## src/design/per_bin_moving_average_macros.svh

```systemverilog
// Assertion macros shared by the per-bin moving average RTL.
`ifndef PER_BIN_MOVING_AVERAGE_MACROS_SVH
`define PER_BIN_MOVING_AVERAGE_MACROS_SVH

// same-cycle implication, sampled on clock, off during reset
`define PBMA_ASSERT_IMP(label, ante, cons, msg) \
   label: assert property (@(posedge clock) disable iff (reset) (ante) |-> (cons)) \
      else $error(msg);

// next-cycle implication, sampled on clock, off during reset
`define PBMA_ASSERT_NXT(label, ante, cons, msg) \
   label: assert property (@(posedge clock) disable iff (reset) (ante) |=> (cons)) \
      else $error(msg);

`endif

```

## src/design/pbma_pkg.sv

```systemverilog
// Shared constants and types for the per-bin moving average.
package pbma_pkg;

   localparam int BINS           = 1024;
   localparam int BIN_WIDTH      = $clog2(BINS);
   localparam int DEPTH_MAX      = 64;
   localparam int SLOT_WIDTH     = $clog2(DEPTH_MAX);
   localparam int FILL_WIDTH     = SLOT_WIDTH + 1;
   localparam int SAMPLE_WIDTH   = 32;
   localparam int SUM_WIDTH      = SAMPLE_WIDTH + FILL_WIDTH - 1;
   localparam int GAIN_WIDTH     = 16;
   localparam int GAIN_FRAC      = 8;
   localparam int DIVISOR_WIDTH  = FILL_WIDTH + GAIN_WIDTH;
   localparam int DIVIDEND_WIDTH = SUM_WIDTH + GAIN_FRAC;
   localparam int DIV_CNT_WIDTH  = $clog2(DIVIDEND_WIDTH);
   localparam int WIN_ENTRIES    = BINS * DEPTH_MAX;
   localparam int WIN_ADDR_WIDTH = BIN_WIDTH + SLOT_WIDTH;

   localparam logic [FILL_WIDTH-1:0] DEPTH_LIMIT = FILL_WIDTH'(DEPTH_MAX);
   localparam logic [FILL_WIDTH-1:0] DEPTH_RESET = FILL_WIDTH'(1);
   localparam logic [GAIN_WIDTH-1:0] GAIN_RESET  = GAIN_WIDTH'(256);

   // saturation limits of the quotient magnitude
   localparam logic [DIVIDEND_WIDTH-1:0] SAT_POS =
      (DIVIDEND_WIDTH'(1) << (SAMPLE_WIDTH - 1)) - DIVIDEND_WIDTH'(1);
   localparam logic [DIVIDEND_WIDTH-1:0] SAT_NEG =
      DIVIDEND_WIDTH'(1) << (SAMPLE_WIDTH - 1);

   typedef struct packed {
      logic [SLOT_WIDTH-1:0]       oldest;
      logic [FILL_WIDTH-1:0]       fill;
      logic signed [SUM_WIDTH-1:0] sum;
      logic [FILL_WIDTH-1:0]       count;
   } bin_state_type;

   typedef struct packed {
      logic                           missing;
      logic signed [SAMPLE_WIDTH-1:0] value;
   } win_entry_type;

   typedef struct packed {
      logic                      start;
      logic [DIVIDEND_WIDTH-1:0] dividend;
      logic [DIVISOR_WIDTH-1:0]  divisor;
   } div_in_type;

   typedef struct packed {
      logic                      done;
      logic [DIVIDEND_WIDTH-1:0] quotient;
   } div_out_type;

endpackage

```

## src/design/pbma_divider.sv

```systemverilog
// Restoring divider, one quotient bit per cycle.
`include "per_bin_moving_average_macros.svh"

module pbma_divider import pbma_pkg::*; (
   input  logic        clock,
   input  logic        reset,
   input  div_in_type  div_in,
   output div_out_type div_out
);

   localparam logic [DIV_CNT_WIDTH-1:0] DIV_LAST = DIV_CNT_WIDTH'(DIVIDEND_WIDTH - 1);

   logic                      busy_ff, busy_in;
   logic                      done_ff, done_in;
   logic [DIV_CNT_WIDTH-1:0]  cnt_ff, cnt_in;
   logic [DIVISOR_WIDTH-1:0]  rem_ff, rem_in;
   logic [DIVIDEND_WIDTH-1:0] quo_ff, quo_in;
   logic [DIVISOR_WIDTH-1:0]  dsr_ff, dsr_in;

   logic [DIVISOR_WIDTH:0] trial;
   logic [DIVISOR_WIDTH:0] diff;
   logic                   fits;

   assign trial = {rem_ff, quo_ff[DIVIDEND_WIDTH-1]};
   assign diff  = trial - {1'b0, dsr_ff};
   assign fits  = trial >= {1'b0, dsr_ff};

   always_comb begin
      busy_in = busy_ff;
      done_in = 1'b0;
      cnt_in  = cnt_ff;
      rem_in  = rem_ff;
      quo_in  = quo_ff;
      dsr_in  = dsr_ff;
      if (div_in.start) begin
         busy_in = 1'b1;
         cnt_in  = DIV_LAST;
         rem_in  = '0;
         quo_in  = div_in.dividend;
         dsr_in  = div_in.divisor;
      end else if (busy_ff) begin
         rem_in = fits ? diff[DIVISOR_WIDTH-1:0] : trial[DIVISOR_WIDTH-1:0];
         quo_in = {quo_ff[DIVIDEND_WIDTH-2:0], fits};
         cnt_in = cnt_ff - DIV_CNT_WIDTH'(1);
         if (cnt_ff == '0) begin
            busy_in = 1'b0;
            done_in = 1'b1;
         end
      end
   end

   always_ff @(posedge clock) begin
      if (reset) begin
         busy_ff <= 1'b0;
         done_ff <= 1'b0;
      end else begin
         busy_ff <= busy_in;
         done_ff <= done_in;
      end
   end

   always_ff @(posedge clock) begin
      cnt_ff <= cnt_in;
      rem_ff <= rem_in;
      quo_ff <= quo_in;
      dsr_ff <= dsr_in;
   end

   assign div_out.done     = done_ff;
   assign div_out.quotient = quo_ff;

   `PBMA_ASSERT_IMP(a_no_restart, busy_ff, !div_in.start, "divider restarted while busy")
   `PBMA_ASSERT_NXT(a_start_busy, div_in.start, busy_ff, "divider did not go busy")
   `PBMA_ASSERT_NXT(a_done_pulse, done_ff, !done_ff && !busy_ff, "done is not a single pulse")

endmodule

```

## config.mk

```make
export PLATFORM = sky130hd
export DESIGN_NAME = pbma_divider
export DESIGN_NICKNAME = d
export VERILOG_FILES = /design/src/design/pbma_pkg.sv /design/src/design/pbma_divider.sv
export VERILOG_INCLUDE_DIRS = /design/src /design/src/design
export SDC_FILE = /design/constraint.sdc
export NUM_CORES = 1
export LEC_CHECK = 0
export BUFFER_PORTS_ARGS = -buffer_cell sky130_fd_sc_hd__buf_2
export CAP_MARGIN = 5
export CORE_AREA = 2 2 82 123
export CTS_BUF_LIST = sky130_fd_sc_hd__clkbuf_4 sky130_fd_sc_hd__clkbuf_8 sky130_fd_sc_hd__clkbuf_16
export DETAILED_ROUTE_END_ITERATION = 6
export DIE_AREA = 0 0 84 125
export GPL_TIMING_DRIVEN = 0
export PLACE_DENSITY = 0.84
export SLEW_MARGIN = 20
export SYNTH_ARGS = -nofsm -noshare
export SYNTH_HDL_FRONTEND = slang
export SYNTH_SLANG_ARGS = --single-unit
export TNS_END_PERCENT = 30
```

## constraint.sdc

```tcl
create_clock -name clock -period 6.34 [get_ports clock]
set_input_delay 0.951 -clock clock [delete_from_list [all_inputs] [get_ports clock]]
set_output_delay 0.951 -clock clock [all_outputs]
set_load 0.01 [all_outputs]
```

==> flow_summary.json, run 1 <==
{
  "p_per_area_nw_per_um2": 258.3,
  "r2r-end": "rem_ff[21]$_SDFFE_PP0P_",
  "maxSlewViolCount": 0,
  "area_growth_pct": 19.25,
  "met1_length_mm": 4.733,
  "max_freq_mhz": 311.7,
  "wl_per_cell_um": 17.06,
  "dr.max_layer_used": "met4",
  "syn-instance-count": 470,
  "hpwl_mm": 9.195,
  "worstSetupEndpointType": "flop",
  "ys.flop_type": "edfxtp_1",
  "fin_nets": 698,
  "grt_pass1_vias": 4388,
  "drt_first_pass_iters": 4,
  "coreArea_um2": 9524,
  "vias": 4083,
  "status": "finished, final reports clean",
  "final_util": 0.6764,
  "whs_path_depth": 2,
  "hold_viol": 0,
  "regArea_um2": 2693,
  "antenna_left": 0,
  "fillers": 722,
  "grt_max_degree": 39,
  "multi_input_area_um2": 2485,
  "cts_max_level": 3,
  "io_pins": 119,
  "start_util": 0.5673,
  "worst_clock_skew_ps": 7.973,
  "min_path_type": "flop to flop",
  "relSlewSlack": 0.5505,
  "portBuffers": 118,
  "grt_overflow": 0,
  "critical_path_class": "flop to flop",
  "drive_above_1_share": 0.3339,
  "antenna_found_initial": 0,
  "ys_ff_latch": 100,
  "cts_tree": "built",
  "synthesis.area_um2": 5403,
  "ys_warn_count": 0,
  "worstMarginPinSlew_ps": 670.3,
  "leakagePower_uw": 0.002657,
  "hold_end": "rem_ff[18]$_SDFFE_PP0P_",
  "worstPathArrival_ps": 3440,
  "fp.dieW_um": 84,
  "grtUsageTotal": 0.2386,
  "async_flop_share": 0,
  "period_minus_slack_ps": 3208,
  "finalCritPeriodShare": 0.5060,
  "rows": 44,
  "grt_first_pass_wirelength_mm": 20.20,
  "cts_hold_buf": 0,
  "synth_edf_count": 69,
  "clk_pin_slew_worst_paths_ps": 70,
  "vias_per_cell": 5.671,
  "cts_inserted_buffers": 9,
  "worstPathRequired_ps": 6570,
  "drc": 0,
  "dp_slack_ps": 3136,
  "reg2reg_slack_ps": 3130,
  "holdWs_ps": 496.1,
  "cts_resized": 0,
  "cts_setup_buffers": 0,
  "synth_area_per_cell_um2": 11.50,
  "ys_seq_area_frac": 0.4984,
  "finalSetupViolCount": 0,
  "rsz0062_at_grt": "false",
  "ctsLongestPathBuffers": 2,
  "die_h_um": 125,
  "cts_num_sinks": 100,
  "cts_root_buffer": "clkbuf_16",
  "synth_cell_types": 63,
  "r2r_cells": 13,
  "min-delay-start": "rem_ff[18]$_SDFFE_PP0P_",
  "crit_fanout": 10,
  "route.met2.wl_mm": 6.535,
  "drv_cap": 0,
  "diodes": 0,
  "cp-start-kind": "flop",
  "r2r_start": "quo_ff[45]$_DFFE_PP_",
  "wl_met3_um": 697,
  "fin_ws_ps": 3132,
  "peakVddDrop_mv": 0.1934,
  "syn-num-nets": 568,
  "setup_tns_ps": 0,
  "die-area_um2": 10500,
  "drt_iter0_drc": 211,
  "gp_congestion": 0.9431,
  "routed_wl_mm": 12.29,
  "clk-insertion-delay-late_ps": 350
}
-- cell usage after synthesis (all sizes together), types with 6 or more instances --
master   n  share of area
edfxtp  69           0.38
mux2    47          0.098
nor2    40          0.028
inv     32          0.022
dfxtp   31           0.11
ha      25          0.058
nand2   23          0.016
a21oi   18          0.017
mux2i   18          0.033
a211oi  17          0.025
o21ai   15          0.014
xnor2   15          0.024
buf     14          0.015
nand3   10         0.0093
a21o     9          0.013
nor2b    9          0.012
nor3     9         0.0083
clkbuf   6         0.0044
-- worst max-delay path, stage by stage, from the launching register on --
cell and delay [ps]:
edfxtp_1 370, inv_1 70, ha_1 230, fa_1 450, nor2b_4 150, o211ai_2 120
a31oi_4 260, a221o_1 290, nor3b_2 80, o31ai_2 410, buf_6 240, buf_6 170
o31ai_1 80, o21bai_1 170
-- final cells by class --
type,instances,area share
Clock buffer,9,0.03496
Buffer,20,0.01631
Sequential cell,100,0.4179
Clock inverter,7,0.009322
Tap cell,115,0.02233
Multi-Input combinational cell,318,0.3857
Timing Repair Buffer,119,0.09478
Inverter,32,0.01864
-- metrics by stage --
| step | area (µm²) | cells | total power (µW) |
|---|---|---|---|
| 2_1_floorplan | 5403 | 470 | 1029 |
| 3_3_place_gp | 6137 | 703 | 1125 |
| 3_5_place_dp | 6157 | 704 | 1141 |
| 4_1_cts | 6442 | 720 | 1669 |
| 5_1_grt | 6442 | 720 | 1738 |
| 6_report | 6442 | 720 | 1664 |
-- how the worst max path moves through the flow --
stage                     depth (start not counted)                 start                      end
final                                            13  quo_ff[45]$_DFFE_PP_  rem_ff[21]$_SDFFE_PP0P_
after global routing                             12  quo_ff[45]$_DFFE_PP_   rem_ff[2]$_SDFFE_PP0P_
after CTS                                        13  quo_ff[45]$_DFFE_PP_  rem_ff[21]$_SDFFE_PP0P_
after detailed placement                          4            div_in[69]     quo_ff[44]$_DFFE_PP_
after global placement                            3            div_in[69]     quo_ff[37]$_DFFE_PP_
after floorplan                                  13  quo_ff[45]$_DFFE_PP_  rem_ff[21]$_SDFFE_PP0P_
-- sequential cells by signal (all words and copies together) (netlist names) --
name / flops
dsr_ff: 23
cnt_ff: 6
busy_ff: 1
quo_ff: 46
done_ff: 1
rem_ff: 23
-- kinds of logic after synthesis --
kind of cell,after synthesis,synth area share
AND/OR/NAND/NOR,115,0.1063
flip-flops,100,0.4984
AO/OA/AOI/OAI,93,0.1299
multiplexers,65,0.1313
buffers and inverters,52,0.04169
adder cells (fa/ha/maj),26,0.06160
XOR/XNOR,19,0.03080
-- power breakdown --
group          switching, µW  leakage (µW)  total [µW]  internal, µW
registers               31.7      0.000942         794           762
clock network            261      0.000137         535           274
logic                    183       0.00158         336           153
-- layout by cell type, fill, tap and decap left out, types with 3 or more instances in the layout --
cell type  Yosys  layout
nand3b_1       3       3
mux2_2        47      47
nor2_1        39      39
a21o_1         9       9
ha_1          25      25
xnor2_1       15      15
clkbuf_1       5       5
edfxtp_1      69      69
inv_1         32      31
nor3_1         9       9
nor2b_1        8       8
o21ai_0       15      15
a21oi_1       18      18
dfxtp_1       31      31
buf_6          3       3
nand2_1       23      23
buf_1          8       8
nand3_1       10      10
xor2_1         4       4
clkbuf_16      0       9
nand2b_1       4       4
and3_1         3       3
a211oi_1      16      16
o211ai_1       3       3
buf_2          2     120
o21bai_1       3       3
o21a_1         3       3
or3_1          3       3
mux2i_1       18      18
-- per-layer routing --
metal | vias to the layer above | track usage
li1 | 1994 | -
met1 | 1939 | 0.2569
met2 | 124 | 0.4409
met3 | 26 | 0.05545
met4 | 0 | 0.1015
met5 | - | 0
(Power assumes the default switching activity.)
==> inputs of run 2 (changes only) <==
--- a/config.mk
+++ b/config.mk
@@ -6,14 +6,15 @@
 export SDC_FILE = /design/constraint.sdc
 export NUM_CORES = 1
 export LEC_CHECK = 0
+export ABC_AREA = 1
 export BUFFER_PORTS_ARGS = -buffer_cell sky130_fd_sc_hd__buf_2
 export CAP_MARGIN = 5
-export CORE_AREA = 2 2 82 123
+export CORE_AREA = 2 2 91 136
 export CTS_BUF_LIST = sky130_fd_sc_hd__clkbuf_4 sky130_fd_sc_hd__clkbuf_8 sky130_fd_sc_hd__clkbuf_16
 export DETAILED_ROUTE_END_ITERATION = 6
-export DIE_AREA = 0 0 84 125
+export DIE_AREA = 0 0 93 138
 export GPL_TIMING_DRIVEN = 0
-export PLACE_DENSITY = 0.84
+export PLACE_DENSITY = 0.75
 export SLEW_MARGIN = 20
 export SYNTH_ARGS = -nofsm -noshare
 export SYNTH_HDL_FRONTEND = slang
==> constraint.sdc (replaced) <==
create_clock -name clock -period 2.8 [get_ports clock]
set_input_delay 0.42 -clock clock [delete_from_list [all_inputs] [get_ports clock]]
set_output_delay 0.42 -clock clock [all_outputs]
set_load 0.01 [all_outputs]
==> run 2 against run 1 <==
Net effect: first-iteration DRC count increased by 38%; final cell count is 47% higher; sequential share of layout area fell by 2.1 points; die area up 22%; critical path type unchanged; non-clock buffer count rose by 1; clock-buffer cell count stayed put; combinational power rose by 39%.
==> flow_summary.json, run 2 <==
{
  "layout_commonest_cell": "nand2_1",
  "reg2reg_slack_ps": 340,
  "coreArea_um2": 11770,
  "ys_warn_count": 0,
  "grt_overflow": 0,
  "hold_viol": 0,
  "synth_largest_area_cell": "edfxtp_1",
  "wl_per_cell_um": 13.22,
  "maxSlewViolCount": 0,
  "portBuffers": 118,
  "synth-xor-area-share": 0.01693,
  "ys.flop_type": "edfxtp_1",
  "critical_path_class": "flop to flop",
  "hpwl_mm": 10.77,
  "r2r-end": "rem_ff[16]$_SDFFE_PP0P_",
  "clk-insertion-delay-late_ps": 350,
  "start_util": 0.4833,
  "final_cells": 1061,
  "rsz0062_at_grt": "false",
  "vias": 5188,
  "cts_inserted_buffers": 9,
  "final_cell_mix": "nand2_1, buf_2, inv_1",
  "die-area_um2": 12830,
  "synth_edf_count": 69,
  "pwr-share-comb": 0.135,
  "synth-simple-area-share": 0.3404,
  "drt_first_pass_iters": 5,
  "leakagePower_uw": 0.003451,
  "top_register": "quo_ff",
  "whs_path_depth": 1,
  "worstMarginPinSlew_ps": 606.4,
  "antenna_found_initial": 0,
  "fp.dieW_um": 93,
  "min_path_type": "primary input to flop",
  "grtUsageTotal": 0.2292,
  "startpoint": "quo_ff[45]$_DFFE_PP_",
  "syn-num-nets": 871,
  "rows": 49,
  "cp-start-kind": "flop",
  "gp_congestion": 0.9106,
  "drc": 0,
  "routed_wl_mm": 14.03,
  "worstPathArrival_ps": 2700,
  "synth_area_per_cell_um2": 7.360,
  "status": "finished, final reports clean",
  "io_pins": 119,
  "cts_resized": 0,
  "syn-instance-count": 773,
  "ys_seq_area_frac": 0.4733,
  "top_regs": "quo_ff: 46 flops, dsr_ff: 23 flops, rem_ff: 23 flops",
  "synth.most_common_cell": "nand2_1",
  "relSlewSlack": 0.5958,
  "switchingPower_uw": 949.2,
  "power_frac_clock": 0.358,
  "r2r_start": "quo_ff[45]$_DFFE_PP_",
  "synth_fa_ha_area_frac": 0.05850,
  "p_per_area_nw_per_um2": 509.8,
  "synth_top_family_by_area": "simple AND/OR/NAND/NOR gates",
  "async_flop_share": 0,
  "cts_root_buffer": "clkbuf_16",
  "drive_above_1_share": 0.1630,
  "antenna_left": 0,
  "synth_compound_area_frac": 0.02617,
  "ctsLongestPathBuffers": 2,
  "cts_setup_buffers": 0,
  "finalSetupViolCount": 0,
  "intPower_uw": 2507,
  "cts_max_level": 3,
  "finalCritPeriodShare": 0.8798,
  "synth_cell_types": 28,
  "die_h_um": 138,
  "holdWs_ps": 241.7,
  "min-delay-start": "div_in[3]",
  "r2r_cells": 15,
  "worst_clock_skew_ps": 10.83,
  "p_seq_frac": 0.507,
  "area_growth_pct": 19.18,
  "worstSetupEndpointType": "flop",
  "synth_top_cell_area_share": 0.3642,
  "cts_num_sinks": 100,
  "synthTopCellsByCount": "nand2_1, inv_1, nor2_1",
  "ys_ff_latch": 100,
  "hold_end": "dsr_ff[3]$_DFFE_PP_",
  "dp.cells": 1045,
  "switching_share": 0.2746,
  "vias_per_cell": 4.890,
  "grt_first_pass_wirelength_mm": 23.51,
  "fin_nets": 1001,
  "period_minus_slack_ps": 2463,
  "drv_cap": 0,
  "drt_iter0_drc": 291,
  "synthMuxAreaShare": 0,
  "peakVddDrop_mv": 0.3568,
  "grt_pass1_vias": 5106,
  "cts_tree": "built",
  "grt_max_degree": 32,
  "diodes": 0,
  "crit_fanout": 10,
  "netlist_top_cells_area": "edfxtp_1, nand2_1, dfxtp_1",
  "largest_reg_flops": 46,
  "cts_hold_buf": 0,
  "worstPathRequired_ps": 3040,
  "synthesis.area_um2": 5689,
  "clk_pin_slew_worst_paths_ps": 80,
  "max_freq_mhz": 405.9
}
## run 2: cell types whose count changed after synthesis, sizes merged, moves of 17 or more
cell,delta
nand3,+21
nand2,+334
nor2,+40
mux2i,-18
inv,+67
mux2,-47
a211oi,-17
## run 2: per-stage QoR
stage	power [µW]	setup WS, ps	area [µm²]	utilization	TNS, ps
finish	3456	336.6	6780	0.5760	0
global route	3615	230.9	6780	0.5760	0
CTS	3489	343.8	6780	0.5760	0
detailed placement	2254	303.8	6491	0.5514	0
global placement	2243	-386.9	6471	0.5497	-17960
floorplan	2051	704.3	5689	-	0
## run 2: critical path, cell delays in order (launching register included)
cell	delay (ps)
edfxtp_1	390
inv_1	60
ha_1	220
fa_1	410
inv_1	90
nand2_1	70
nand2_1	70
nand3_1	80
nand2_2	140
nand2_1	80
nand4_2	100
buf_6	160
buf_4	210
nand3_1	120
nand2_1	90
nand2_1	50
## run 2: layout make-up
class                   instances  area (µm²)
clock buffers                   9       225.2
inverters                      99       371.6
fillers                      1141        4991
well taps                     153       191.4
clock inverters                 7       63.81
repair buffers                119       610.6
flip-flops and latches        100        2693
multi-input cells             553        2515
plain buffers                  21       110.1
## run 2: logic make-up after synthesis
logic type / count (synthesis)
fa+ha+maj: 26
simple gates: 488
compound gates: 28
buf+inv: 120
xor+xnor: 11
flops: 100
## run 2: metal layers
| layer | global-route usage | vias up | wire length [µm] |
|---|---|---|---|
| met4 | 0.09598 | 0 | 422 |
| met5 | 0 | - | 0 |
| met1 | 0.2579 | 2354 | 5537 |
| met2 | 0.4188 | 147 | 7456 |
| met3 | 0.03978 | 27 | 614 |
| li1 | - | 2660 | - |
## run 2: how the worst max path moves through the flow
stage,endpoint,slack [ps],depth (start not counted)
floorplan,rem_ff[16]$_SDFFE_PP0P_,700,15
CTS,rem_ff[16]$_SDFFE_PP0P_,340,15
finish,rem_ff[16]$_SDFFE_PP0P_,340,15
detailed placement,quo_ff[24]$_DFFE_PP_,300,6
global placement,quo_ff[10]$_DFFE_PP_,-390,4
global route,rem_ff[16]$_SDFFE_PP0P_,230,15
## run 2: power by group through the flow
stage | sequential, µW | combinational, µW | clock [µW]
final | 1750 | 468 | 1240
after global routing | 1760 | 526 | 1320
after CTS | 1750 | 471 | 1270
after detailed placement | 1780 | 470 | 0
after global placement | 1790 | 457 | 0
after floorplan | 1810 | 237 | 0
==> inputs of run 3 (changes only) <==
--- a/config.mk
+++ b/config.mk
@@ -6,13 +6,13 @@
 export SDC_FILE = /design/constraint.sdc
 export NUM_CORES = 1
 export LEC_CHECK = 0
-export ABC_AREA = 1
+export ABC_AREA = 0
 export BUFFER_PORTS_ARGS = -buffer_cell sky130_fd_sc_hd__buf_2
 export CAP_MARGIN = 5
-export CORE_AREA = 2 2 91 136
+export CORE_AREA = 2 2 89 134
 export CTS_BUF_LIST = sky130_fd_sc_hd__clkbuf_4 sky130_fd_sc_hd__clkbuf_8 sky130_fd_sc_hd__clkbuf_16
 export DETAILED_ROUTE_END_ITERATION = 6
-export DIE_AREA = 0 0 93 138
+export DIE_AREA = 0 0 91 136
 export GPL_TIMING_DRIVEN = 0
 export PLACE_DENSITY = 0.75
 export SLEW_MARGIN = 20
==> run 3 against run 2 <==
Net effect: the flow now finishes with violations (negative setup slack); clock-buffer cell count unchanged; utilization up 1.8 points; die area down 3.6%; routed wire length down 7.0%; flip-flop and latch count unchanged; critical path depth down 5; final cell count down 28%; maximum frequency down 14%.
==> flow_summary.json, run 3 (synthesized netlist as in run 1, its figures left out) <==
{
  "finish.instance_area_um2": 6710,
  "grt_pass1_vias": 4373,
  "vias_per_cell": 5.436,
  "largest_reg_flops": 46,
  "max_freq_mhz": 349.0,
  "routed_wl_mm": 13.05,
  "hpwl_mm": 9.517,
  "place_area_um2": 6201,
  "cp-start-kind": "flop",
  "drt_first_pass_iters": 4,
  "area_growth_pct": 24.20,
  "finalCritPeriodShare": 1.023,
  "vias": 4175,
  "hold_viol": 0,
  "period_minus_slack_ps": 2865,
  "worstPathRequired_ps": 2910,
  "leakagePower_uw": 0.002748,
  "cts_inserted_buffers": 9,
  "antenna_left": 0,
  "grtUsageTotal": 0.2088,
  "worst_clock_skew_ps": 10.58,
  "met1_length_mm": 4.965,
  "holdWs_ps": 237.5,
  "grt_max_degree": 31,
  "drive_above_1_share": 0.3657,
  "intPower_uw": 2738,
  "cts_num_sinks": 100,
  "gp_congestion": 0.9423,
  "worstMarginPinSlew_ps": 685.0,
  "min-delay-start": "div_in[5]",
  "clk_pin_slew_worst_paths_ps": 80,
  "relSlewSlack": 0.5433,
  "cts_hold_buf": 0,
  "antenna_found_initial": 0,
  "startpoint": "rem_ff[8]$_SDFFE_PP0P_",
  "drc": 0,
  "top_register": "quo_ff",
  "grt_overflow": 0,
  "route.met2.wl_mm": 6.923,
  "dr.max_layer_used": "met4",
  "pwr-share-comb": 0.208,
  "cts_root_buffer": "clkbuf_16",
  "multi_input_area_um2": 2539,
  "min_path_type": "primary input to flop",
  "fillers": 964,
  "regArea_um2": 2693,
  "grt_first_pass_wirelength_mm": 20.55,
  "wl_met3_um": 842,
  "drv_cap": 0,
  "final_cell_mix": "buf_2, edfxtp_1, mux2_2",
  "wl_per_cell_um": 16.99,
  "portBuffers": 118,
  "io_pins": 119,
  "die-area_um2": 12380,
  "drt_iter0_drc": 192,
  "power_frac_clock": 0.330,
  "worstPathArrival_ps": 2970,
  "fin_ws_ps": -65.38,
  "cts_max_level": 3,
  "critical_path_class": "flop to flop",
  "switchingPower_uw": 1141,
  "diodes": 0,
  "layout_commonest_cell": "buf_2",
  "crit_fanout": 7,
  "ctsLongestPathBuffers": 2,
  "coreArea_um2": 11290,
  "cts_tree": "built",
  "switching_share": 0.2942,
  "r2r_start": "rem_ff[8]$_SDFFE_PP0P_",
  "fin_nets": 711,
  "rows": 48,
  "worstSetupEndpointType": "flop",
  "p_per_area_nw_per_um2": 578.2,
  "top_regs": "quo_ff: 46 flops, dsr_ff: 23 flops, rem_ff: 23 flops",
  "clk-insertion-delay-late_ps": 350,
  "fp.dieW_um": 91,
  "violations": "negative setup slack",
  "maxSlewViolCount": 0,
  "die_h_um": 136,
  "status": "finished with violations",
  "start_util": 0.4785,
  "rsz0062_at_grt": "true",
  "finalSetupViolCount": 4,
  "peakVddDrop_mv": 0.3995,
  "p_seq_frac": 0.462
}
[run 3: through the flow]
step / setup TNS [ps] / power (µW) / util / setup WS [ps] / std cells
finish: -92.76 / 3880 / 0.5943 / -65.38 / 768
global route: -2479 / 4033 / 0.5943 / -166.1 / 768
CTS: -571.2 / 3868 / 0.5852 / -76.99 / 762
detailed placement: -8338 / 2585 / 0.5492 / -437.6 / 739
global placement: -17130 / 2554 / 0.5474 / -396.0 / 738
floorplan: 0 / 2331 / - / 28.26 / 470
[run 3: layout make-up]
type                    instances  share of cell area
plain buffers                  19             0.01548
clock buffers                   9             0.03356
clock inverters                 7             0.01324
inverters                      32             0.01790
multi-input cells             318              0.3783
flip-flops and latches        100              0.4013
well taps                     150             0.02797
repair buffers                133              0.1123
[run 3: timing repair]
item                                    4_1_cts  5_1_grt
pin swaps                                     9        8
cloned                                        1        2
resized for setup                             8       14
endpoints found under the setup margin       24       24
endpoints found under the hold margin         0        0
buffers inserted                              6        5
[run 3: critical path, stage by stage, from the launching register on]
cell and delay [ps]:
dfxtp_1 340, ha_1 410, a41oi_2 270, o221ai_2 150, nor2b_1 150, a221o_1 320, nor3b_2 240, o31ai_4 120
buf_4 210, clkbuf_16 150, mux2_2 250
[run 3: path summary, 6_finish.rpt]
path	to	slack [ps]	cells past startpoint
worst max-delay path	quo_ff[0]$_DFFE_PP_	-70	10
worst min-delay path	dsr_ff[5]$_DFFE_PP_	240	1
worst max register to register	quo_ff[0]$_DFFE_PP_	-70	10
worst min register to register	rem_ff[18]$_SDFFE_PP0P_	480	2
[run 3: layer usage]
| layer | vias up | GRT usage |
|---|---|---|
| met5 | - | 0 |
| met4 | 0 | 0.08502 |
| met3 | 25 | 0.05654 |
| met2 | 144 | 0.3901 |
| met1 | 1992 | 0.2201 |
| li1 | 2014 | - |
[run 3: power groups by stage]
stage	Clock (µW)	Sequential, µW	Combinational [µW]
2_1_floorplan	0	1850	484
3_3_place_gp	0	1820	730
3_5_place_dp	0	1820	761
4_1_cts	1290	1790	782
5_1_grt	1340	1810	883
6_report	1280	1790	806
